`src/design/rlf_pkg.sv`:
```
package rlf_pkg;

  // Routing table size and number of outgoing interfaces.
  localparam int unsigned TableEntries = 16;
  localparam int unsigned NumPorts     = 4;

  // Width of a cell index. It is never narrower than the request's slot index field.
  localparam int unsigned IdxW = ($clog2(TableEntries) > 4) ? $clog2(TableEntries) : 4;

  // Request kinds, carried in tuser.
  localparam logic OpWrite = 1'b0;
  localparam logic OpRoute = 1'b1;

  // Result actions.
  localparam logic [2:0] ActForward = 3'd0;
  localparam logic [2:0] ActEcho    = 3'd1;
  localparam logic [2:0] ActUnreach = 3'd2;
  localparam logic [2:0] ActTimeEx  = 3'd3;
  localparam logic [2:0] ActWritten = 3'd4;

  // A request as it moves along the row of table cells. A write carries the
  // entry destination in addr; a route carries the packet destination there.
  // The best_* fields hold the best match found so far.
  typedef struct packed {
    logic        op;
    logic [3:0]  index;
    logic [31:0] addr;
    logic [31:0] mask;
    logic [31:0] gateway;
    logic [1:0]  port;
    logic        entry_valid;
    logic [7:0]  ttl;
    logic [15:0] checksum;
    logic        echo;
    logic        hit;
    logic [31:0] best_mask;
    logic [31:0] best_gateway;
    logic [1:0]  best_port;
  } token_t;

endpackage

```
`src/design/rlf_cell.sv`:
```
// One routing table slot. A request passes through one register: a write
// aimed at this slot stores the entry, and a route compares against the
// stored entry and keeps the better of the two matches.
module rlf_cell (
  input  logic                       clk_i,
  input  logic                       rst_ni,
  input  logic                       en_i,
  input  logic [rlf_pkg::IdxW-1:0]   cell_idx_i,
  input  logic                       vld_i,
  input  rlf_pkg::token_t            tok_i,
  output logic                       vld_o,
  output rlf_pkg::token_t            tok_o
);

  logic            ent_valid_q;
  logic [31:0]     ent_dest_q;
  logic [31:0]     ent_mask_q;
  logic [31:0]     ent_gateway_q;
  logic [1:0]      ent_port_q;

  logic            vld_q;
  rlf_pkg::token_t tok_q;
  rlf_pkg::token_t tok_d;

  logic            port_ok;
  logic            wr_hit;
  logic            match;
  logic            take;

  assign port_ok = (32'(tok_i.port) < 32'(rlf_pkg::NumPorts));
  assign wr_hit  = vld_i && (tok_i.op == rlf_pkg::OpWrite) && port_ok &&
                   (rlf_pkg::IdxW'(tok_i.index) == cell_idx_i);

  assign match = ent_valid_q && ((tok_i.addr & ent_mask_q) == (ent_dest_q & ent_mask_q));
  // A longer mask wins; on equal masks the earlier slot, already held, stays.
  assign take  = match && (!tok_i.hit || (ent_mask_q > tok_i.best_mask));

  always_comb begin
    tok_d = tok_i;
    if ((tok_i.op == rlf_pkg::OpRoute) && take) begin
      tok_d.hit          = 1'b1;
      tok_d.best_mask    = ent_mask_q;
      tok_d.best_gateway = ent_gateway_q;
      tok_d.best_port    = ent_port_q;
    end
  end

  always_ff @(posedge clk_i or negedge rst_ni) begin
    if (!rst_ni) begin
      ent_valid_q <= 1'b0;
      vld_q       <= 1'b0;
    end else if (en_i) begin
      vld_q <= vld_i;
      if (wr_hit) begin
        ent_valid_q <= tok_i.entry_valid;
      end
    end
  end

  always_ff @(posedge clk_i) begin
    if (en_i) begin
      tok_q <= tok_d;
      if (wr_hit) begin
        ent_dest_q    <= tok_i.addr;
        ent_mask_q    <= tok_i.mask;
        ent_gateway_q <= tok_i.gateway;
        ent_port_q    <= tok_i.port;
      end
    end
  end

  assign vld_o = vld_q;
  assign tok_o = tok_q;

endmodule

```
`src/design/ipv4_route_lookup_forward_core.sv`:
```
// Channel   Direction  Signals                      Contents
// s_axis    in         tvalid/tready/tdata/tuser    table write or packet route request
// m_axis    out        tvalid/tready/tdata/tuser    action and forwarding decision
//
// Every request flows through the row of table cells and then into the
// output register, and a new request is taken in every cycle while m_axis
// is not stalled.
// Reset clears all table valid bits and all pipeline valid bits.
// A stall on m_axis freezes the whole row at once, so s_axis_tready_o drops
// in the same cycle the output register is full and not taken.
module ipv4_route_lookup_forward_core (
  input  logic         clk_i,
  input  logic         rst_ni,
  input  logic         s_axis_tvalid_i,
  output logic         s_axis_tready_o,
  // [3:0] entry_index, [35:4] entry_dest, [67:36] entry_mask,
  // [99:68] entry_gateway, [101:100] entry_port, [102] entry_valid,
  // [134:103] packet_dst, [142:135] packet_ttl, [158:143] packet_checksum,
  // [190:159] rx_iface_addr, [191] zero fill
  input  logic [191:0] s_axis_tdata_i,
  // [0] operation
  input  logic [0:0]   s_axis_tuser_i,
  output logic         m_axis_tvalid_o,
  input  logic         m_axis_tready_i,
  // [31:0] hop_addr, [33:32] out_port, [41:34] new_ttl,
  // [57:42] new_checksum, [63:58] zero fill
  output logic [63:0]  m_axis_tdata_o,
  // [2:0] action
  output logic [2:0]   m_axis_tuser_o
);

  localparam int unsigned N = rlf_pkg::TableEntries;

  logic            advance;
  logic            vld   [0:N];
  rlf_pkg::token_t tok   [0:N];
  rlf_pkg::token_t in_tok;

  // The whole pipeline moves whenever the output register can take a result.
  assign advance         = !m_axis_tvalid_o || m_axis_tready_i;
  assign s_axis_tready_o = advance;

  // Build the request token. The echo check is made here, so the receiving
  // interface address need not travel down the row.
  always_comb begin
    in_tok              = '0;
    in_tok.op           = s_axis_tuser_i[0];
    in_tok.index        = s_axis_tdata_i[3:0];
    in_tok.mask         = s_axis_tdata_i[67:36];
    in_tok.gateway      = s_axis_tdata_i[99:68];
    in_tok.port         = s_axis_tdata_i[101:100];
    in_tok.entry_valid  = s_axis_tdata_i[102];
    in_tok.ttl          = s_axis_tdata_i[142:135];
    in_tok.checksum     = s_axis_tdata_i[158:143];
    in_tok.echo         = (s_axis_tdata_i[134:103] == s_axis_tdata_i[190:159]);
    if (s_axis_tuser_i[0] == rlf_pkg::OpWrite) begin
      in_tok.addr = s_axis_tdata_i[35:4];
    end else begin
      in_tok.addr = s_axis_tdata_i[134:103];
    end
  end
  assign tok[0] = in_tok;
  assign vld[0] = s_axis_tvalid_i;

  for (genvar g = 0; g < N; g++) begin : g_cell
    rlf_cell u_cell (
      .clk_i      (clk_i),
      .rst_ni     (rst_ni),
      .en_i       (advance),
      .cell_idx_i (rlf_pkg::IdxW'(g)),
      .vld_i      (vld[g]),
      .tok_i      (tok[g]),
      .vld_o      (vld[g+1]),
      .tok_o      (tok[g+1])
    );
  end

  // Final decision on the token leaving the last cell. Checks go in the
  // order write, echo, miss, then TTL; only a forward carries nonzero fields.
  rlf_pkg::token_t tail;
  logic [2:0]      action;
  logic [31:0]     hop_addr;
  logic [1:0]      out_port;
  logic [7:0]      new_ttl;
  logic [15:0]     new_checksum;
  logic [16:0]     cs_sum;
  logic [16:0]     cs_fold1;
  logic [15:0]     cs_fold2;

  assign tail = tok[N];

  // Incremental checksum update for a TTL decrement: ~(~HC + 0xFEFF) with
  // end-around carry folded twice.
  assign cs_sum   = {1'b0, ~tail.checksum} + 17'h0FEFF;
  assign cs_fold1 = {1'b0, cs_sum[15:0]} + 17'(cs_sum[16]);
  assign cs_fold2 = cs_fold1[15:0] + 16'(cs_fold1[16]);

  always_comb begin
    action       = rlf_pkg::ActForward;
    hop_addr     = '0;
    out_port     = '0;
    new_ttl      = '0;
    new_checksum = '0;
    if (tail.op == rlf_pkg::OpWrite) begin
      action = rlf_pkg::ActWritten;
    end else if (tail.echo) begin
      action = rlf_pkg::ActEcho;
    end else if (!tail.hit) begin
      action = rlf_pkg::ActUnreach;
    end else if (tail.ttl <= 8'd1) begin
      action = rlf_pkg::ActTimeEx;
    end else begin
      action       = rlf_pkg::ActForward;
      hop_addr     = (tail.best_gateway != 32'd0) ? tail.best_gateway : tail.addr;
      out_port     = tail.best_port;
      new_ttl      = tail.ttl - 8'd1;
      new_checksum = ~cs_fold2;
    end
  end

  logic        m_valid_q;
  logic [63:0] m_data_q;
  logic [2:0]  m_user_q;

  always_ff @(posedge clk_i or negedge rst_ni) begin
    if (!rst_ni) begin
      m_valid_q <= 1'b0;
    end else if (advance) begin
      m_valid_q <= vld[N];
    end
  end

  always_ff @(posedge clk_i) begin
    if (advance) begin
      m_data_q <= {6'd0, new_checksum, new_ttl, out_port, hop_addr};
      m_user_q <= action;
    end
  end

  assign m_axis_tvalid_o = m_valid_q;
  assign m_axis_tdata_o  = m_data_q;
  assign m_axis_tuser_o  = m_user_q;

  // A forwarded packet never leaves with a wrapped or zero TTL.
  assert property (@(posedge clk_i) disable iff (!rst_ni)
    (m_axis_tvalid_o && (m_axis_tuser_o == rlf_pkg::ActForward)) |->
      (m_axis_tdata_o[41:34] != 8'd0))
    else $error("forwarded result with zero TTL");

  // Every result other than a forward carries all-zero data.
  assert property (@(posedge clk_i) disable iff (!rst_ni)
    (m_axis_tvalid_o && (m_axis_tuser_o != rlf_pkg::ActForward)) |->
      (m_axis_tdata_o == 64'd0))
    else $error("non-forward result with nonzero fields");

  // A result appears only when a request has left the last table cell.
  assert property (@(posedge clk_i) disable iff (!rst_ni)
    $rose(m_valid_q) |-> $past(vld[N]))
    else $error("result without a request at the end of the row");

  // While the output is stalled, the request at the end of the row holds.
  assert property (@(posedge clk_i) disable iff (!rst_ni)
    (m_axis_tvalid_o && !m_axis_tready_i) |=> ($stable(vld[N]) && $stable(tail)))
    else $error("row moved during an output stall");

endmodule
```
`config.mk`:
```
export PLATFORM = sky130hd
export DESIGN_NAME = ipv4_route_lookup_forward_core
export DESIGN_NICKNAME = d
export VERILOG_FILES = /design/src/design/rlf_pkg.sv /design/src/design/rlf_cell.sv /design/src/design/ipv4_route_lookup_forward_core.sv
export SDC_FILE = /design/constraint.sdc
export NUM_CORES = 2
export LEC_CHECK = 0
export BUFFER_PORTS_ARGS = -buffer_cell sky130_fd_sc_hd__buf_2
export CAP_MARGIN = 20
export CORE_MARGIN = 3
export CORE_UTILIZATION = 59
export CTS_BUF_LIST = sky130_fd_sc_hd__clkbuf_4 sky130_fd_sc_hd__clkbuf_8
export CTS_CLUSTER_SIZE = 12
export DETAILED_ROUTE_END_ITERATION = 7
export GPL_ROUTABILITY_DRIVEN = 0
export PLACE_DENSITY = 0.86
export SLEW_MARGIN = 10
export SYNTH_ARGS = -nofsm -noshare
export SYNTH_HDL_FRONTEND = slang
export SYNTH_HIERARCHICAL = 1
export SYNTH_SLANG_ARGS = --single-unit
```
`constraint.sdc`:
```
create_clock -name clk_i -period 79.8 [get_ports clk_i]
set_input_delay 3.99 -clock clk_i [delete_from_list [all_inputs] [get_ports clk_i]]
set_output_delay 3.99 -clock clk_i [all_outputs]
set_load 0.01 [all_outputs]
```
==> Word level (Yosys, flattened, before mapping) <==
Cells that the tools add are included.
{ "totals": {"reg_bits": 4695, "input_bits": 197, "out_inout_bits": 69, "word_cells": 574} }
{ "op_classes": {"n_addsub": 4, "order_cmp": 16, "n_eq_ne": 32, "n_mux": 21, "n_bitwise": 52, "n_reduce_logical": 131} }
{ "ops": {"columns": ["operator", "count"], "rows": [
  ["$and A32 B32 Y32", 32],
  ["$mux W66", 14],
  ["$eq A32 B32 Y1", 17],
  ["$gt A32 B32 Y1", 15],
  ["$logic_and A1 B1 Y1", 79],
  ["$mux W67", 1],
  ["$mux W32", 2],
  ["$mux W34", 1],
  ["$eq A4 B4 Y1 const B", 8],
  ["$not A16 Y16", 2],
  ["$reduce_and A2 Y1", 16],
  ["$reduce_bool A32 Y1", 1],
  ["$not A1 Y1", 18],
  ["$add A16 B1 Y17", 1],
  ["$add A16 B16 Y17 const B", 1],
  ["$add A16 B1 Y16", 1],
  ["$eq A4 B3 Y1 const B", 4],
  ["$logic_not A1 Y1", 16],
  ["$logic_or A1 B1 Y1", 16],
  ["$eq A4 B2 Y1 const B", 2],
  ["$le A8 B1 Y1 const B", 1],
  ["$sub A8 B1 Y8 const B", 1],
  ["$eq A4 B1 Y1 const B", 1],
  ["$logic_not A4 Y1", 1],
  ["other kinds (4)", 5]
]} }

==> Longest topological paths before layout <==
{ "depth": {"depth_word": 6, "mapped_depth": 20} }

==> By module <==
The synthesis kept the hierarchy.
{ "by_module_without_submodules": {"columns": ["module", "n_inst", "cells_per_inst", "area_per_inst_um2", "seq_area_each_um2"], "rows": [
  ["rlf_cell (g_cell[0].u_cell ...)", 12, 547, 11065.6, 8878.5],
  ["rlf_cell (g_cell[6].u_cell ...)", 4, 551, 11090.6, 8878.5],
  ["ipv4_route_lookup_forward_core", 1, 448, 4496.8, 1856.8]
]} }

==> Worst setup path before layout <==
No wires, ideal clock.
{ "synth_timing": {"path_type": "input to register", "start": "input port m_axis_tready_i", "end": "register g_cell[0].u_cell.ent_valid_q", "arrival_ns": 92.384, "required_ns": 79.701, "path_slack_ns": -12.683, "stages": 4, "path_cell_list": "nand2b_1 -> nand3_1 -> nor3_1 -> mux2_2"} }
{ "synth_via": {"elab_chain_cells": 2} }
{ "synth_rtl": {"columns": ["element", "line_no", "source"], "rows": [
  ["start, declared", "ipv4_route_lookup_forward_core.sv:24", "input logic m_axis_tready_i,"],
  ["$logic_or A1 B1 Y1", "ipv4_route_lookup_forward_core.sv:40", "assign advance = !m_axis_tvalid_o || m_axis_tready_i;"],
  ["$reduce_and A2 Y1 (no source line)", null, null],
  ["end signal, assigned", "rlf_cell.sv:55", "ent_valid_q <= tok_i.entry_valid;"],
  ["end, declared", "rlf_cell.sv:15", "logic ent_valid_q;"]
]} }
No other way between the ends.
A chain may end at the register's enable or synchronous reset.

==> Worst setup path after layout <==
{ "layout_timing": {"start": "input port m_axis_tready_i", "end": "register g_cell[0].u_cell.tok_q, in the netlist g_cell[0].u_cell/tok_o[8], enable pin"} }
{ "layout_via": {"elab_chain_cells": 1} }
{ "layout_rtl": {"columns": ["element", "line_no", "source"], "rows": [
  ["$logic_or A1 B1 Y1", "ipv4_route_lookup_forward_core.sv:40", null],
  ["end signal, assigned", "rlf_cell.sv:62", "tok_q <= tok_d;"],
  ["end, declared", "rlf_cell.sv:22", "rlf_pkg::token_t tok_q;"]
]} }
No other way between the ends.

==> qor_table.md <==
| Quantity | Reported |
|:---|:---|
| Routed vias | 82165 |
| Number of clock sinks | 4695 |
| Number of antenna violations at the first check in global routing | 17 |
| Final wirelength | 329.9 mm |
| Number of setup buffers added after CTS | 0 |
| Cell area after synthesis | 178200 sq um |
| Final layout net count | 10846 |
| Worst slack at placement | 68.79 ns |
| Vias per std cell | 5.629 |
| Number of violations of the max-capacitance limit | 0 |
| Antenna viol nets, final | 0 |
| DRC violations left | 0 |
| Tmin final | 9.850 ns |
| Clock latency on the worst-skew pair | 1.04 ns |
| DRC marker count from the first detailed-route iteration | 7850 |
| Hold path start | g_cell[11].u_cell/tok_o[72]$_DFFE_PP_ |
| Number of iterations in the first detailed-routing pass | 8 |
| Critical path required time | 80.37 ns |
| Startpoint class of the critical path | input port |
| Core box area | 300300 sq um |
| Worst endpoint data arrival time | 10.42 ns |
| Number of endpoints with negative hold slack in the final report | 0 |
| Static leakage | 0.07133 uW |
| Warning count from the yosys run | 6 |
| Critical path class | input port to register |
| Highest achievable clock rate | 101.5 MHz |
| Worst IR drop on VDD | 0.00002377 V |
| Floorplan row count | 201 |
| Critical-path maximum fanout | 187 |
| Instance count of the mapped netlist | 9078 |
| Starting density of the core | 59.33% |
| Combined global-route utilization of all metal layers | 20.78% |
| Period Utilization, post-route | 12.34% |
| Post-synthesis average cell area | 19.62 sq um |
| Outcome | finished clean |
| Routed wirelength normalized by instance count | 22.60 um |
| PostCTS Resize Cnt | 0 |
| Clock Tree Buf Depth | 4 |
| RR Startpoint | m_axis_tvalid_o$_DFFE_PN0P_ |
| CTS H-tree lvls | 6 |
| Number of setup violations in the final report | 0 |
| Worst hold path cell count | 0 |
| Count of input and output buffers | 258 |
| Height of the chip | 555.5 um |
| Setup Skew | 0.09733 ns |
| Setup repair after global routing missed its margin | false |
| CTS hold repair buffers | 0 |
| Number of global-route vias before repair | 84186 |
| CTS tree | done |
| Length in cells of the worst reg-to-reg path | 9 |
| Total congestion overflow after global routing | 0 |
| Final max-slew violation count | 0 |
| Power density cells | 34.38 nW/um^2 |
| Syn-to-layout area delta | 10.77% |
| R2r endpoint | g_cell[0].u_cell/tok_o[8]$_DFFE_PP_ |
| Post-Route Setup TNS | 0 ns |
| Worst Setup Slack, final | 69.95 ns |
| Die Area | 308600 sq um |
| Ports | 266 |
| Ratio of cells with drive above 1 in the final layout | 18.35% |
| Clock Root Buffer | sky130_fd_sc_hd__clkbuf_8 |
| Maximum number of pins on one net before global-route repair | 214 |
| Setup slack, reg-to-reg | 72.61 ns |
| Hold Path End | g_cell[12].u_cell/tok_o[72]$_DFFE_PP_ |
| Post-detailed-placement half-perimeter wirelength | 217.0 mm |
| CTS Buf Count | 675 |
| Critical Path End Type | register |
| Class of the worst hold path | register to register |
| Relative slew margins | 22.64% |
| Wire length of the first global-routing pass | 494.3 mm |
| Clock slew at reported path FFs | 0.07 ns |
| Transition at the pin with the smallest max-transition slack | 1.160 ns |
| Die outline width | 555.5 um |
-- registers in the layout (all words and copies together) (netlist names), 16 cells and up --
name and cells:
g_cell.u_cell/ent_valid_q 16, g_cell.u_cell/vld_o 16, g_cell.u_cell/ent_mask_q 512, g_cell.u_cell/tok_o 3033, g_cell.u_cell/ent_port_q 32, g_cell.u_cell/ent_dest_q 512
g_cell.u_cell/ent_gateway_q 512, m_axis_tdata_o 58
-- placed cells by master (no fill, tap or decap), types with 14 or more instances in the layout --
| master | count |
|---|---|
| sky130_fd_sc_hd__nand4_1 | 140 |
| sky130_fd_sc_hd__xnor2_1 | 86 |
| sky130_fd_sc_hd__nor2_1 | 81 |
| sky130_fd_sc_hd__buf_2 | 258 |
| sky130_fd_sc_hd__clkbuf_4 | 236 |
| sky130_fd_sc_hd__conb_1 | 171 |
| sky130_fd_sc_hd__xor2_1 | 559 |
| sky130_fd_sc_hd__a221oi_1 | 64 |
| sky130_fd_sc_hd__nor2b_1 | 33 |
| sky130_fd_sc_hd__and4_1 | 24 |
| sky130_fd_sc_hd__ha_1 | 519 |
| sky130_fd_sc_hd__clkbuf_8 | 685 |
| sky130_fd_sc_hd__a222oi_1 | 16 |
| sky130_fd_sc_hd__nor3_2 | 17 |
| sky130_fd_sc_hd__and3_1 | 24 |
| sky130_fd_sc_hd__nand2_1 | 137 |
| sky130_fd_sc_hd__nor4_1 | 46 |
| sky130_fd_sc_hd__dfrtp_1 | 33 |
| sky130_fd_sc_hd__o311ai_4 | 16 |
| sky130_fd_sc_hd__nor3_1 | 18 |
| sky130_fd_sc_hd__buf_4 | 76 |
| sky130_fd_sc_hd__o21ai_0 | 63 |
| sky130_fd_sc_hd__edfxtp_1 | 4662 |
| sky130_fd_sc_hd__a21oi_1 | 244 |
| sky130_fd_sc_hd__inv_1 | 556 |
| sky130_fd_sc_hd__inv_6 | 14 |
| sky130_fd_sc_hd__nand3_1 | 115 |
| sky130_fd_sc_hd__a22o_1 | 32 |
| sky130_fd_sc_hd__a21o_1 | 36 |
| sky130_fd_sc_hd__a22oi_1 | 160 |
| sky130_fd_sc_hd__mux2_1 | 609 |
| sky130_fd_sc_hd__clkinv_1 | 141 |
| sky130_fd_sc_hd__clkinv_2 | 60 |
| sky130_fd_sc_hd__mux2_2 | 479 |
-- worst max-delay path: stages --
cell,delay (ns)
sky130_fd_sc_hd__buf_2,0.07
sky130_fd_sc_hd__nand2b_4,0.29
sky130_fd_sc_hd__buf_4,0.68
sky130_fd_sc_hd__buf_4,0.66
sky130_fd_sc_hd__buf_12,0.71
sky130_fd_sc_hd__buf_4,0.48
sky130_fd_sc_hd__buf_16,0.34
sky130_fd_sc_hd__buf_4,0.84
sky130_fd_sc_hd__buf_4,0.93
sky130_fd_sc_hd__buf_4,0.95
-- routing by layer --
metal,wire [um],share of wire [%],global-route usage (%)
met1,129000,39,26.39
met2,160900,49,33.97
met3,19250,5.8,3.383
met4,20520,6.2,12.57
met5,170,0.052,0
-- how the worst max path moves through the flow --
stage / start / endpoint / cells past startpoint
finish: m_axis_tready_i / g_cell[0].u_cell/tok_o[8]$_DFFE_PP_ / 10
global route: m_axis_tready_i / g_cell[2].u_cell/tok_o[11]$_DFFE_PP_ / 10
CTS: m_axis_tready_i / g_cell[1].u_cell/tok_o[101]$_DFFE_PP_ / 9
detailed placement: m_axis_tready_i / g_cell[3].u_cell/tok_o[0]$_DFFE_PP_ / 9
global placement: m_axis_tready_i / g_cell[3].u_cell/tok_o[0]$_DFFE_PP_ / 9
floorplan: m_axis_tready_i / g_cell[0].u_cell/ent_valid_q$_DFFE_PN0P_ / 4
-- stage by stage --
step / std cells / area (sq um) / power (uW) / hold slack, ns / utilization, %
final: 14597 / 197300 / 6784 / 0.3991 / 65.72
after global routing: 14594 / 197300 / 7067 / 0.3959 / 65.72
after global placement: 13405 / 184300 / 4852 / 0.4004 / 61.38
after detailed placement: 13405 / 184300 / 4963 / 0.4045 / 61.38
after CTS: 14587 / 197200 / 6798 / 0.3818 / 65.66
after floorplan: 9247 / 178800 / 5326 / 0.4003 / -
-- cell type report --
type / instances / area, sq um
sequential: 4695 / 140800
clock buffer: 921 / 11200
timing repair buffer: 345 / 2127
inverter: 556 / 2087
clock inverter: 261 / 1660
fill: 17328 / 102900
tap: 3958 / 4952
multi-input combinational: 3857 / 34490
antenna: 4 / 10.01
-- power by group --
part / internal [uW] / leakage [uW] / switching [uW]
Sequential: 3700 / 0.0457 / 427
Combinational: 324 / 0.0188 / 524
Clock: 945 / 0.00683 / 865
(Power assumes the default switching activity.)
